[config.mk]
export PLATFORM = sky130hd
export DESIGN_NAME = power_stage_protection_monitor
export DESIGN_NICKNAME = d
export VERILOG_FILES = /design/src/design/psp_pkg.sv /design/src/design/psp_cfg_regs.sv /design/src/design/psp_core.sv /design/src/design/power_stage_protection_monitor.sv
export SDC_FILE = /design/constraint.sdc
export NUM_CORES = 1
export LEC_CHECK = 0
export BUFFER_PORTS_ARGS = -buffer_cell sky130_fd_sc_hd__clkbuf_2
export CAP_MARGIN = 20
export CORE_MARGIN = 2
export CORE_UTILIZATION = 55
export CTS_CLUSTER_SIZE = 8
export DETAILED_ROUTE_END_ITERATION = 12
export GPL_TIMING_DRIVEN = 0
export PLACE_DENSITY = 0.77
export SETUP_SLACK_MARGIN = 0.4
export SYNTH_ARGS = -nofsm -noshare
export SYNTH_HDL_FRONTEND = slang
export SYNTH_SLANG_ARGS = --single-unit
[constraint.sdc]
create_clock -name aclk -period 4.68 [get_ports aclk]
set_input_delay 0.702 -clock aclk [delete_from_list [all_inputs] [get_ports aclk]]
set_output_delay 0.702 -clock aclk [all_outputs]
set_load 0.05 [all_outputs]
[src/design/psp_pkg.sv]
// Shared types, codes and constants for the power stage protection monitor.
// No dependencies; every other file in the design imports this package.
package psp_pkg;

    // Event codes carried in the input tuser field
    typedef enum logic [2:0] {
        FUNC_SHORT      = 3'd0,
        FUNC_LOWBAT     = 3'd1,
        FUNC_TICK       = 3'd2,
        FUNC_HW_FAULT   = 3'd3,
        FUNC_AUTO_CLR   = 3'd4,
        FUNC_MANUAL_CLR = 3'd5
    } psp_func_t;

    // Error level codes
    typedef enum logic [1:0] {
        LVL_NONE   = 2'd0,
        LVL_WARN   = 2'd1,
        LVL_AUTO   = 2'd2,
        LVL_MANUAL = 2'd3
    } psp_level_t;

    // Configuration register indexes
    typedef enum logic [2:0] {
        CFG_UVLO_LIMIT     = 3'd0,
        CFG_BATLOW_LIMIT   = 3'd1,
        CFG_BATLOW_RECOVER = 3'd2,
        CFG_SHORT_VOLT     = 3'd3,
        CFG_SHORT_CURR     = 3'd4,
        CFG_OV_A           = 3'd5,
        CFG_OV_B           = 3'd6,
        CFG_OC_ARRAY       = 3'd7
    } psp_cfg_idx_t;

    localparam int CFG_W      = 15;
    localparam int CFG_IDX_W  = 3;
    localparam int SAMPLE_W   = 16;
    localparam int IN_DATA_W  = 80;
    localparam int IN_USER_W  = 3;
    localparam int OUT_DATA_W = 64;

    // Fault bit positions
    localparam int FB_LOWBAT  = 0;
    localparam int FB_SHORT_A = 1;
    localparam int FB_SHORT_B = 2;
    localparam int FB_OV_A    = 3;
    localparam int FB_OC_A    = 4;
    localparam int FB_OC_SUP  = 5;
    localparam int FB_OV_B    = 6;
    localparam int FB_OC_B    = 7;

    // Fixed thresholds and step sizes
    localparam logic [16:0] SCORE_ADD_A     = 17'd600;
    localparam logic [16:0] SCORE_ADD_B     = 17'd300;
    localparam logic [15:0] SCORE_TRIP      = 16'd1700;
    localparam logic [10:0] LOWBAT_DEBOUNCE = 11'd1000;
    localparam logic [10:0] LOWBAT_CNT_MAX  = 11'd2047;
    localparam logic [11:0] POWEROFF_LIMIT  = 12'd2000;
    localparam logic [11:0] POWEROFF_MAX    = 12'd4095;

    localparam logic [CFG_W-1:0] UVLO_RECOVERY_MV_DEF = 15'd8000;
    localparam logic [CFG_W-1:0] OCP_SUPPLY_MA_DEF    = 15'd15000;

    // Configuration register file contents
    typedef struct packed {
        logic [CFG_W-1:0] uvlo_limit_mv;
        logic [CFG_W-1:0] battery_low_limit_mv;
        logic [CFG_W-1:0] battery_low_recovery_mv;
        logic [CFG_W-1:0] short_voltage_mv;
        logic [CFG_W-1:0] short_current_ma;
        logic [CFG_W-1:0] overvoltage_a_mv;
        logic [CFG_W-1:0] overvoltage_b_mv;
        logic [CFG_W-1:0] overcurrent_array_ma;
    } psp_cfg_t;

    localparam psp_cfg_t CFG_RESET = '{
        uvlo_limit_mv:           15'd7000,
        battery_low_limit_mv:    15'd20000,
        battery_low_recovery_mv: 15'd21000,
        short_voltage_mv:        15'd2000,
        short_current_ma:        15'd10000,
        overvoltage_a_mv:        15'd30000,
        overvoltage_b_mv:        15'd30000,
        overcurrent_array_ma:    15'd20000
    };

    // One input item
    typedef struct packed {
        logic [2:0]                  func;
        logic signed [SAMPLE_W-1:0]  volt_a;
        logic signed [SAMPLE_W-1:0]  curr_a;
        logic signed [SAMPLE_W-1:0]  volt_b;
        logic signed [SAMPLE_W-1:0]  curr_b;
        logic signed [SAMPLE_W-1:0]  curr_supply;
    } psp_item_t;

    // One result item
    typedef struct packed {
        psp_level_t                  level;
        logic [7:0]                  fault_bits;
        logic                        drive_enable;
        logic signed [SAMPLE_W-1:0]  fault_volt;
        logic signed [SAMPLE_W-1:0]  fault_curr;
        logic [15:0]                 short_score;
    } psp_result_t;

    // Protection state
    typedef struct packed {
        psp_level_t                  level;
        logic [7:0]                  fault;
        logic                        lowbat_flag;
        logic [10:0]                 lowbat_count;
        logic [15:0]                 short_count;
        logic [11:0]                 poweroff_count;
        logic                        enable;
        logic signed [SAMPLE_W-1:0]  latched_volt;
        logic signed [SAMPLE_W-1:0]  latched_curr;
    } psp_state_t;

endpackage

[src/design/psp_cfg_regs.sv]
// Configuration register file: eight 15-bit thresholds with reset defaults.
// Depends on psp_pkg for the register layout and index codes.
module psp_cfg_regs (
    input  logic                          aclk,
    input  logic                          aresetn,
    input  logic                          cfg_we,
    input  logic [psp_pkg::CFG_IDX_W-1:0] cfg_addr,
    input  logic [psp_pkg::CFG_W-1:0]     cfg_wdata,
    output psp_pkg::psp_cfg_t             cfg
);
    import psp_pkg::*;

    psp_cfg_t cfg_reg;
    psp_cfg_t cfg_next;

    // Decode the write index
    always_comb begin
        cfg_next = cfg_reg;
        if (cfg_we) begin
            case (psp_cfg_idx_t'(cfg_addr))
                CFG_UVLO_LIMIT:     cfg_next.uvlo_limit_mv           = cfg_wdata;
                CFG_BATLOW_LIMIT:   cfg_next.battery_low_limit_mv    = cfg_wdata;
                CFG_BATLOW_RECOVER: cfg_next.battery_low_recovery_mv = cfg_wdata;
                CFG_SHORT_VOLT:     cfg_next.short_voltage_mv        = cfg_wdata;
                CFG_SHORT_CURR:     cfg_next.short_current_ma        = cfg_wdata;
                CFG_OV_A:           cfg_next.overvoltage_a_mv        = cfg_wdata;
                CFG_OV_B:           cfg_next.overvoltage_b_mv        = cfg_wdata;
                CFG_OC_ARRAY:       cfg_next.overcurrent_array_ma    = cfg_wdata;
                default:            cfg_next = cfg_reg;
            endcase
        end
    end

    always_ff @(posedge aclk) begin
        if (!aresetn) begin
            cfg_reg <= CFG_RESET;
        end else begin
            cfg_reg <= cfg_next;
        end
    end

    assign cfg = cfg_reg;

endmodule

[src/design/psp_core.sv]
// Protection state and its combinational update for one event.
// Depends on psp_pkg for item, state, result and configuration types.
module psp_core #(
    parameter logic [psp_pkg::CFG_W-1:0] UVLO_RECOVERY_MV = psp_pkg::UVLO_RECOVERY_MV_DEF,
    parameter logic [psp_pkg::CFG_W-1:0] OCP_SUPPLY_MA    = psp_pkg::OCP_SUPPLY_MA_DEF
) (
    input  logic                  aclk,
    input  logic                  aresetn,
    input  logic                  fire,
    input  psp_pkg::psp_item_t    item,
    input  psp_pkg::psp_cfg_t     cfg,
    output psp_pkg::psp_result_t  result_next
);
    import psp_pkg::*;

    psp_state_t state_reg;
    psp_state_t state_next;

    logic signed [16:0] neg_curr_a;
    logic               short_a;
    logic               short_b;
    logic [16:0]        sum_a;
    logic [16:0]        sum_b;
    logic [7:0]         hw_bits;

    function automatic psp_state_t auto_clear(input psp_state_t s);
        psp_state_t r;
        r = s;
        if (s.level == LVL_AUTO) begin
            r.fault  = '0;
            r.level  = LVL_NONE;
            r.enable = 1'b1;
        end
        return r;
    endfunction

    function automatic psp_state_t manual_clear(input psp_state_t s);
        psp_state_t r;
        r = s;
        if (s.level == LVL_MANUAL) begin
            r.fault       = '0;
            r.short_count = '0;
            r.level       = LVL_NONE;
            r.enable      = 1'b1;
        end
        return r;
    endfunction

    // Sample compares used by the short and hardware-fault event paths
    always_comb begin
        neg_curr_a = -$signed({item.curr_a[SAMPLE_W-1], item.curr_a});
        short_a    = (item.volt_a <= $signed({1'b0, cfg.short_voltage_mv}))
                   && (neg_curr_a >= $signed({2'b00, cfg.short_current_ma}));
        short_b    = (item.volt_b <= $signed({1'b0, cfg.short_voltage_mv}))
                   && (item.curr_b >= $signed({1'b0, cfg.short_current_ma}));
        hw_bits             = '0;
        hw_bits[FB_OV_A]    = item.volt_a > $signed({1'b0, cfg.overvoltage_a_mv});
        hw_bits[FB_OC_A]    = item.curr_a > $signed({1'b0, cfg.overcurrent_array_ma});
        hw_bits[FB_OC_SUP]  = item.curr_supply > $signed({1'b0, OCP_SUPPLY_MA});
        hw_bits[FB_OV_B]    = item.volt_b > $signed({1'b0, cfg.overvoltage_b_mv});
        hw_bits[FB_OC_B]    = item.curr_b > $signed({1'b0, cfg.overcurrent_array_ma});
    end

    // Apply the event to the state
    always_comb begin
        state_next = state_reg;
        sum_a      = '0;
        sum_b      = '0;
        case (item.func)
            FUNC_SHORT: begin
                if (short_a) begin
                    state_next.level       = LVL_WARN;
                    sum_a                  = {1'b0, state_next.short_count} + SCORE_ADD_A;
                    state_next.short_count = sum_a[16] ? 16'hFFFF : sum_a[15:0];
                    if (state_next.short_count > SCORE_TRIP) begin
                        state_next.enable            = 1'b0;
                        state_next.fault[FB_SHORT_A] = 1'b1;
                        state_next.level             = LVL_MANUAL;
                        state_next.latched_volt      = item.volt_a;
                        state_next.latched_curr      = neg_curr_a[16] ? neg_curr_a[15:0]
                                                     : (neg_curr_a[15] ? 16'sh7FFF
                                                                       : neg_curr_a[15:0]);
                    end
                end
                if (short_b) begin
                    state_next.level       = LVL_WARN;
                    sum_b                  = {1'b0, state_next.short_count} + SCORE_ADD_B;
                    state_next.short_count = sum_b[16] ? 16'hFFFF : sum_b[15:0];
                    if (state_next.short_count > SCORE_TRIP) begin
                        state_next.enable            = 1'b0;
                        state_next.fault[FB_SHORT_B] = 1'b1;
                        state_next.level             = LVL_MANUAL;
                        state_next.latched_volt      = item.volt_b;
                        state_next.latched_curr      = item.curr_b;
                    end
                end
            end
            FUNC_LOWBAT: begin
                if (state_reg.lowbat_flag) begin
                    if (item.volt_a > $signed({1'b0, cfg.battery_low_recovery_mv})
                        || item.volt_a < $signed({1'b0, cfg.uvlo_limit_mv})) begin
                        state_next.lowbat_flag       = 1'b0;
                        state_next.fault[FB_LOWBAT]  = 1'b0;
                        if (state_next.fault == '0) begin
                            state_next.level = LVL_NONE;
                        end
                    end
                end else if (item.volt_a < $signed({1'b0, cfg.battery_low_limit_mv})
                             && item.volt_a > $signed({1'b0, UVLO_RECOVERY_MV})) begin
                    if (state_next.lowbat_count < LOWBAT_CNT_MAX) begin
                        state_next.lowbat_count = state_next.lowbat_count + 11'd1;
                    end
                    if (state_next.lowbat_count > LOWBAT_DEBOUNCE) begin
                        if (state_next.level == LVL_NONE) begin
                            state_next.level = LVL_WARN;
                        end
                        state_next.lowbat_flag      = 1'b1;
                        state_next.fault[FB_LOWBAT] = 1'b1;
                        state_next.lowbat_count     = '0;
                    end
                end
            end
            FUNC_TICK: begin
                // Leak the score while only a warning is raised
                if (state_next.level == LVL_WARN) begin
                    if (state_next.short_count != '0) begin
                        state_next.short_count = state_next.short_count - 16'd1;
                    end
                    if (state_next.short_count == '0 && !state_next.lowbat_flag) begin
                        state_next.level = LVL_NONE;
                    end
                end
                // Count ticks with the supply gone
                if (item.volt_a < $signed({1'b0, cfg.uvlo_limit_mv})) begin
                    if (state_next.poweroff_count < POWEROFF_MAX) begin
                        state_next.poweroff_count = state_next.poweroff_count + 12'd1;
                    end
                end else begin
                    state_next.poweroff_count = '0;
                end
                if (state_next.poweroff_count > POWEROFF_LIMIT
                    && state_next.level != LVL_NONE) begin
                    state_next = manual_clear(auto_clear(state_next));
                end
            end
            FUNC_HW_FAULT: begin
                if (hw_bits != '0) begin
                    state_next.fault  = state_next.fault | hw_bits;
                    state_next.level  = LVL_AUTO;
                    state_next.enable = 1'b0;
                end
            end
            FUNC_AUTO_CLR:   state_next = auto_clear(state_reg);
            FUNC_MANUAL_CLR: state_next = manual_clear(state_reg);
            default:         state_next = state_reg;
        endcase
    end

    // Hold the state, advance on each transfer
    always_ff @(posedge aclk) begin
        if (!aresetn) begin
            state_reg <= '{
                level:          LVL_NONE,
                fault:          '0,
                lowbat_flag:    1'b0,
                lowbat_count:   '0,
                short_count:    '0,
                poweroff_count: '0,
                enable:         1'b1,
                latched_volt:   '0,
                latched_curr:   '0
            };
        end else if (fire) begin
            state_reg <= state_next;
        end
    end

    assign result_next = '{
        level:        state_next.level,
        fault_bits:   state_next.fault,
        drive_enable: state_next.enable,
        fault_volt:   state_next.latched_volt,
        fault_curr:   state_next.latched_curr,
        short_score:  state_next.short_count
    };

    // The debounce counter restarts once it passes its limit
    a_lowbat_bound: assert property (@(posedge aclk) disable iff (!aresetn)
        state_reg.lowbat_count <= LOWBAT_DEBOUNCE)
        else $error("low-battery counter beyond debounce limit");

    // Outputs only go off with a short or hardware fault bit standing
    a_disable_has_cause: assert property (@(posedge aclk) disable iff (!aresetn)
        !state_reg.enable |-> (state_reg.fault[7:1] != '0))
        else $error("drive disabled with no fault bit set");

    // State moves only on a transfer
    a_state_hold: assert property (@(posedge aclk) disable iff (!aresetn)
        !fire |=> $stable(state_reg))
        else $error("state changed without a transfer");

endmodule

[src/design/power_stage_protection_monitor.sv]
// Path: an input transfer is captured in the input register; once the result register can
// advance, the state update is registered into it and m_tvalid rises.
// Throughput: one event per cycle; s_tready drops only while the result register is stalled.
// Reset: aresetn is synchronous, active low; it restores the threshold defaults,
// clears the fault state with outputs enabled and empties both registers.
module power_stage_protection_monitor #(
    parameter logic [psp_pkg::CFG_W-1:0] UVLO_RECOVERY_MV = psp_pkg::UVLO_RECOVERY_MV_DEF,
    parameter logic [psp_pkg::CFG_W-1:0] OCP_SUPPLY_MA    = psp_pkg::OCP_SUPPLY_MA_DEF
) (
    input  logic                           aclk,
    input  logic                           aresetn,
    // Configuration writes
    input  logic                           cfg_we,
    input  logic [psp_pkg::CFG_IDX_W-1:0]  cfg_addr,
    input  logic [psp_pkg::CFG_W-1:0]      cfg_wdata,
    // Input stream
    input  logic                           s_tvalid,
    output logic                           s_tready,
    // volt_a[15:0], curr_a[31:16], volt_b[47:32], curr_b[63:48], curr_supply[79:64]
    input  logic [psp_pkg::IN_DATA_W-1:0]  s_tdata,
    // func[2:0]
    input  logic [psp_pkg::IN_USER_W-1:0]  s_tuser,
    // Result stream
    output logic                           m_tvalid,
    input  logic                           m_tready,
    // level[1:0], fault_bits[9:2], drive_enable[10], fault_volt[26:11],
    // fault_curr[42:27], short_score[58:43], zeros[63:59]
    output logic [psp_pkg::OUT_DATA_W-1:0] m_tdata
);
    import psp_pkg::*;

    psp_cfg_t    cfg;
    psp_item_t   in_item_reg;
    logic        in_valid_reg;
    logic        in_valid_next;
    psp_result_t out_reg;
    psp_result_t result_next;
    logic        out_valid_reg;
    logic        out_valid_next;
    logic        advance;
    logic        core_fire;
    logic        s_xfer;

    psp_cfg_regs u_cfg (
        .aclk      (aclk),
        .aresetn   (aresetn),
        .cfg_we    (cfg_we),
        .cfg_addr  (cfg_addr),
        .cfg_wdata (cfg_wdata),
        .cfg       (cfg)
    );

    psp_core #(
        .UVLO_RECOVERY_MV (UVLO_RECOVERY_MV),
        .OCP_SUPPLY_MA    (OCP_SUPPLY_MA)
    ) u_core (
        .aclk        (aclk),
        .aresetn     (aresetn),
        .fire        (core_fire),
        .item        (in_item_reg),
        .cfg         (cfg),
        .result_next (result_next)
    );

    // Pipeline handshake
    always_comb begin
        advance        = !out_valid_reg || m_tready;
        core_fire      = in_valid_reg && advance;
        s_tready       = !in_valid_reg || advance;
        s_xfer         = s_tvalid && s_tready;
        in_valid_next  = s_xfer ? 1'b1 : (core_fire ? 1'b0 : in_valid_reg);
        out_valid_next = core_fire ? 1'b1 : (m_tready ? 1'b0 : out_valid_reg);
    end

    always_ff @(posedge aclk) begin
        if (!aresetn) begin
            in_valid_reg  <= 1'b0;
            out_valid_reg <= 1'b0;
        end else begin
            in_valid_reg  <= in_valid_next;
            out_valid_reg <= out_valid_next;
        end
    end

    // Capture the input transfer
    always_ff @(posedge aclk) begin
        if (s_xfer) begin
            in_item_reg <= '{
                func:        s_tuser[2:0],
                volt_a:      s_tdata[15:0],
                curr_a:      s_tdata[31:16],
                volt_b:      s_tdata[47:32],
                curr_b:      s_tdata[63:48],
                curr_supply: s_tdata[79:64]
            };
        end
    end

    // Hold the result until it is taken
    always_ff @(posedge aclk) begin
        if (core_fire) begin
            out_reg <= result_next;
        end
    end

    assign m_tvalid = out_valid_reg;
    assign m_tdata  = {5'b0, out_reg.short_score, out_reg.fault_curr, out_reg.fault_volt,
                       out_reg.drive_enable, out_reg.fault_bits, out_reg.level};

    // Every processed event yields a result next cycle
    a_fire_gives_result: assert property (@(posedge aclk) disable iff (!aresetn)
        core_fire |=> m_tvalid)
        else $error("processed event produced no result");

    // A result appears only after an event was processed
    a_result_has_source: assert property (@(posedge aclk) disable iff (!aresetn)
        $rose(m_tvalid) |-> $past(core_fire))
        else $error("result appeared without a processed event");

    // An empty input register always takes a transfer
    a_empty_takes_input: assert property (@(posedge aclk) disable iff (!aresetn)
        !in_valid_reg |-> s_tready)
        else $error("input stalled with an empty input register");

endmodule

# Word-level counts from Yosys, hierarchy flattened
# Index checks and enable logic that the tools add are counted.
op_classes:
  n_addsub: 6
  multipliers: 0
  div: 0
  magnitude_cmp: 19
  n_eq_ne: 17
  shift: 0
  muxes: 71
  bitwise: 3
  n_reduce_logical: 34
op_table:
  columns: ["operator", "count"]
  rows:
  - ["two-way mux 16 bit", 12]
  - ["two-way mux 33 bit", 4]
  - ["two-way mux 83 bit", 1]
  - ["greater-than comparator 16 bit", 5]
  - ["two-way mux 10 bit", 7]
  - ["case mux 32 bit (2 select lines)", 1]
  - ["two-way mux 11 bit", 5]
  - ["case mux 16 bit (3 select lines)", 1]
  - ["two-way mux 12 bit", 3]
  - ["greater-than comparator 16 x 11 -> 1 bit, second input constant", 2]
  - ["<= comparator 16 bit", 2]
  - ["< comparator 16 bit", 2]
  - ["two-way mux 2 bit", 15]
  - ["two-way mux 13 bit", 2]
  - ["case mux 12 bit (2 select lines)", 1]
  - ["case mux 5 bit (4 select lines)", 1]
  - ["== test 3 bit, second input constant", 6]
  - ["AND reduction 2 bit", 9]
  - ["adder 16 x 10 -> 17 bit, second input constant", 1]
  - ["adder 16 x 9 -> 17 bit, second input constant", 1]
  - ["greater-or-equal comparator 17 x 16 -> 1 bit", 1]
  - ["negation 16 -> 17 bit", 1]
  - ["greater-or-equal comparator 16 bit", 1]
  - ["greater-than comparator 16 x 14 -> 1 bit, second input constant", 1]
  - ["other kinds (31)", 65]
word_totals:
  register_bits: 347
  latch_bits: 0
  ramBits: 0
  rom_bits: 0
  input_bits: 106
  word_cells: 181
  n_memories: 0

# Logic depth before layout (Yosys ltp)
logic_depth:
  ltp_word: 17
  depth_mapped: 20

# Cells and area by module
# From an unflattened synthesis, not the netlist that was laid out.
hier_totals:
  hier_cells: 2294
  hier_area_um2: 21205.3
modules_own_cells:
  columns: ["mod", "instances", "cells_each", "area_each_um2", "seq_area_each_um2"]
  rows:
  - ["psp_core", 1, 1708, 12235.5, 1661.6]
  - ["psp_cfg_regs", 1, 429, 4560.6, 2402.3]
  - ["power_stage_protection_monitor", 1, 157, 4409.2, 4304.1]

# Least setup slack after synthesis
# Ideal clock, no wire load.
synth_timing:
  kind: "reg2reg"
  start: "register in_item_reg[52] (netlist bit)"
  end: "register out_reg (netlist bit m_tdata[17]), data pin"
  setup_time_ns: 0.261
  arrival_time_ns: 4.386
  required_time_ns: 4.419
  slack_ns: 0.034
  path_stages_with_launch: 19
  synth_period_minus_slack_ns: 4.646
  path_cell_list: "edfxtp_1 -> nor4_4 -> nand4b_1 -> nor4_1 -> xnor2_1 -> ha_1 -> nand2_1 -> o21ai_0 -> a211oi_1 -> a211o_1 -> a2111oi_0 -> o32a_4 -> nand4_1 -> a311oi_2 -> o21ai_4 -> nor2b_1 -> buf_6 -> buf_6 -> a221o_1"
synth_lines:
  columns: ["element", "line_no", "rtl"]
  rows:
  - ["start: declaration", "power_stage_protection_monitor.sv:33", "psp_item_t in_item_reg;"]
  - ["start signal: assignment", "power_stage_protection_monitor.sv:88", "in_item_reg <= '{"]
  - ["end signal: assignment", "power_stage_protection_monitor.sv:102", "out_reg <= result_next;"]
  - ["end: declaration", "power_stage_protection_monitor.sv:36", "psp_result_t out_reg;"]

==> out/qor.yml <==
first_global_vias: 18400
pre_cts_slack_ns: -0.927
std_cell_rows: 70
max-cap-violations: 0
synth_enable_flop_cells: 142
antenna_found_initial: 0
power_leakage_nw: 10.1
violations: "setup timing"
cts_tree: "built"
fin_util_pct: 67.9
synth.yosys.warnings: 0
powerDensity_nw_per_um2: 322
via_count: 19700
internal_power_mw: 5.74
detailedPlacementHpwl_um: 48900
synthDistinctLibCells: 90
final_layout_size_suffix_gt1_share_pct: 17.0
critPathArrivalTime_ns: 5.50
worst_clock_skew_ns: 0.0270
largest_reg_flops: 120
grt_setup_unrepaired: "yes"
postSynthRegisterBits: 347
vias_per_cell: 6.29
worst-path-max-fanout: 10
critical-path-max-stage-delay_ns: 0.46
p_comb_share_pct: 16.5
floorplan.die.height_um: 197
layout_net_count: 2907
maximum_clock_rate_mhz: 192
number_of_violations_reported_at_the_end_of_detailed_routing_iteration_0: 2303
synth_seq_area_share_pct: 40.8
syn_inst: 2339
number_of_buffers_on_the_longest_clock_path: 3
finalSetupViolations: 94
io_buffers: 146
max-vdd-ir-drop_mv: 0.258
final-hold-violation-count: 0
ff2ff_path_depth: 20
startpoint_type: "flip-flop"
critical_register_to_register_path_startpoint: "in_item_reg[51]"
chipWidth_um: 197
power_switching_mw: 2.28
routed_wirelength_um: 69300
rr_endpoint: "m_tdata[15]"
cts-htree-levels: 2
die_area_sq_um: 38900
floorplan.initialDensity_pct: 55.9
drc_errors: 0
timing.hold.worst.class: "primary input to flip-flop"
period_needed_ns: 5.20
root_cell_of_the_clock_tree: "sky130_fd_sc_hd__clkbuf_16"
ys.flop_type: "sky130_fd_sc_hd__dfxtp_1"
post_drt_wl_per_cell_um: 22.1
worst_slack_ns: -0.519
crit_slowest_cell: "sky130_fd_sc_hd__a222oi_1"
syn_to_final_growth_pct: 21.4
synth.cell_area_sq_um: 20500
insertion_delay_ns: 0.60
coreArea_sq_um: 36700
detailedRoute.firstPassIterationCount: 7
final.hold.worst_slack_ns: 0.280
antenna_cells_inserted: 0
p_seq_share_pct: 42.4
clk_pin_slew_worst_paths_ns: 0.06
timing.max_slew.rel_slack_pct: 10.1
grt_pass1_wl_um: 103000
finalCritPeriodShare_pct: 111
path_class: "flip-flop to flip-flop"
sw_frac_of_total_pct: 28.4
critical_path.most_common_cell: "sky130_fd_sc_hd__buf_6"
timing.critical_path.from: "in_item_reg[51]"
overflow: 0
groute.usage.overall_pct: 34.5
cp.required_ns: 4.98
crit_path_end: "m_tdata[15]"
power_frac_clock_pct: 41.1
outcome: "finished with violations"
setup.worst_path.end_class: "flip-flop"
largest_net_degree_at_the_start_of_global_routing: 69
crit_chain: "nor4_4, nand4b_1, nor4_2, xnor2_1, ha_1, nand2_1, o21ai_2, a211oi_2, a211o_4, a211o_1, buf_6, buf_4, o21ai_1, a32oi_2, a311oi_4, o21ai_4, buf_6, o21a_4, buf_8, a222oi_1"
worst-slew-pin-transition_ns: 1.34
slew_viol_final: 0
numCtsBuffers: 49
postSynth.asyncResetShare_pct: 0
ant_nets: 0
ff2ff_setup_slack_ns: -0.52
gp_congestion: 0.965
io_pins: 172
clock_sink_count: 347
syn-mean-instance-area_sq_um: 8.77
finalSetupTns_ns: -29.87
## worst max-delay path, delay by kind of cell, from the launching register on
kind	cells	cell delay, ns
AND/OR/NAND/NOR	4	0.84
flip-flops	1	0.45
AO/OA/AOI/OAI	10	2.49
XOR/XNOR	1	0.14
buffers and inverters	4	0.61
adder cells (fa/ha/maj)	1	0.34
## power by group through the flow
stage          Combinational (mW)  Sequential [mW]  Clock, mW
6_report                     1.32             3.40       3.30
5_1_grt                      1.42             3.40       3.45
4_1_cts                      1.19             3.39       3.33
3_5_place_dp                 1.09             3.45          0
3_3_place_gp                 1.06             3.45          0
2_1_floorplan               0.678             3.49          0
## routing by layer
layer	GRT usage [%]	vias to the layer above	part of all wire, %
met5	0	-	0
met2	55.4	1133	45
li1	-	9040	-
met3	6.06	252	9.9
met1	45.3	9274	40
met4	16.3	0	5.1
## per-stage QoR
step / instances / power, mW / cell area, sq um
6_report: 3131 / 8.02 / 24900
5_1_grt: 3131 / 8.27 / 24900
4_1_cts: 3088 / 7.90 / 24100
3_5_place_dp: 2960 / 4.54 / 22000
3_3_place_gp: 2957 / 4.51 / 21900
2_1_floorplan: 2343 / 4.16 / 20600
## kinds of logic (layout without fill, tap and decap cells)
| kind of cell | Yosys count | after routing | share of synthesized area (%) |
|---|---|---|---|
| simple gates | 802 | 802 | 18.0 |
| compound gates | 659 | 659 | 22.1 |
| flops | 347 | 347 | 40.8 |
| buf+inv | 305 | 625 | 6.18 |
| fa+ha+maj | 169 | 169 | 10.3 |
| mux | 32 | 32 | 1.56 |
| xor+xnor | 24 | 24 | 1.02 |
| other cells | 1 | 5 | 0.0183 |
## final cells by class
class	count	area, sq um
Buffer	138	761
Inverter	167	627
Fill cell	2892	11800
Timing Repair Buffer	238	1680
Tap cell	468	586
Clock buffer	79	1360
Sequential cell	347	8370
Clock inverter	3	43.8
Multi-Input combinational cell	1691	11500
## timing repair
action / CTS / global route
pin swaps: 43 / 56
setup buffers: 45 / 38
gates resized for setup: 79 / 99
cloned: 1 / 5
setup endpoints to repair: 106 / 105
hold buffers: 0 / 0
## how the worst min path moves through the flow
stage / depth (start not counted) / endpoint / start / slack (ns)
global route: 1 / in_item_reg[22] / s_tdata[54] / 0.27
floorplan: 2 / u_core.state_reg[15] / u_core.state_reg[15] / 0.41
CTS: 1 / in_item_reg[65] / s_tdata[1] / 0.26
detailed placement: 2 / u_core.state_reg[15] / u_core.state_reg[15] / 0.43
finish: 1 / in_item_reg[65] / s_tdata[1] / 0.28
global placement: 2 / u_core.state_reg[15] / u_core.state_reg[15] / 0.42
## cells in the mapped netlist, types with 32 or more instances
master | instances | area, sq um
sky130_fd_sc_hd__nand3_1 | 55 | 275
sky130_fd_sc_hd__a21boi_0 | 88 | 661
sky130_fd_sc_hd__inv_1 | 165 | 619
sky130_fd_sc_hd__edfxtp_1 | 142 | 4260
sky130_fd_sc_hd__clkbuf_1 | 102 | 383
sky130_fd_sc_hd__nor2_1 | 162 | 608
sky130_fd_sc_hd__o21ai_0 | 112 | 561
sky130_fd_sc_hd__ha_1 | 169 | 2110
sky130_fd_sc_hd__nor3_1 | 38 | 190
sky130_fd_sc_hd__dfxtp_1 | 205 | 4100
sky130_fd_sc_hd__mux2i_1 | 32 | 320
sky130_fd_sc_hd__a21o_1 | 33 | 248
sky130_fd_sc_hd__nand2_1 | 359 | 1350
sky130_fd_sc_hd__a21oi_1 | 130 | 651
sky130_fd_sc_hd__a31oi_1 | 33 | 206
sky130_fd_sc_hd__o211ai_1 | 65 | 488
## placed cells by master (no fill, tap or decap), types with 10 or more instances in the layout
cell type | synthesis | final
sky130_fd_sc_hd__nand4_1 | 27 | 27
sky130_fd_sc_hd__mux2i_1 | 32 | 24
sky130_fd_sc_hd__a221o_1 | 11 | 11
sky130_fd_sc_hd__inv_1 | 165 | 165
sky130_fd_sc_hd__xnor2_1 | 14 | 13
sky130_fd_sc_hd__and2_1 | 20 | 17
sky130_fd_sc_hd__or3_1 | 12 | 12
sky130_fd_sc_hd__clkbuf_1 | 102 | 128
sky130_fd_sc_hd__a211o_1 | 14 | 13
sky130_fd_sc_hd__nand3_1 | 55 | 55
sky130_fd_sc_hd__o21a_1 | 24 | 23
sky130_fd_sc_hd__buf_4 | 22 | 67
sky130_fd_sc_hd__xor2_1 | 10 | 10
sky130_fd_sc_hd__a31oi_1 | 33 | 31
sky130_fd_sc_hd__clkbuf_16 | 0 | 54
sky130_fd_sc_hd__a21o_1 | 33 | 33
sky130_fd_sc_hd__ha_1 | 169 | 168
sky130_fd_sc_hd__buf_6 | 4 | 37
sky130_fd_sc_hd__nor2_4 | 0 | 11
sky130_fd_sc_hd__and3_1 | 22 | 20
sky130_fd_sc_hd__o21ai_0 | 112 | 103
sky130_fd_sc_hd__nand2_1 | 359 | 353
sky130_fd_sc_hd__clkbuf_2 | 2 | 149
sky130_fd_sc_hd__o22ai_1 | 24 | 23
sky130_fd_sc_hd__o221a_2 | 12 | 12
sky130_fd_sc_hd__nor2b_1 | 31 | 30
sky130_fd_sc_hd__dfxtp_1 | 205 | 205
sky130_fd_sc_hd__nor4_1 | 18 | 17
sky130_fd_sc_hd__a21oi_1 | 130 | 124
sky130_fd_sc_hd__a21boi_0 | 88 | 88
sky130_fd_sc_hd__nor3_1 | 38 | 36
sky130_fd_sc_hd__nand2b_1 | 19 | 19
sky130_fd_sc_hd__o211ai_1 | 65 | 65
sky130_fd_sc_hd__nor2_1 | 162 | 146
sky130_fd_sc_hd__edfxtp_1 | 142 | 142
Power figures use the tool's default switching activity.
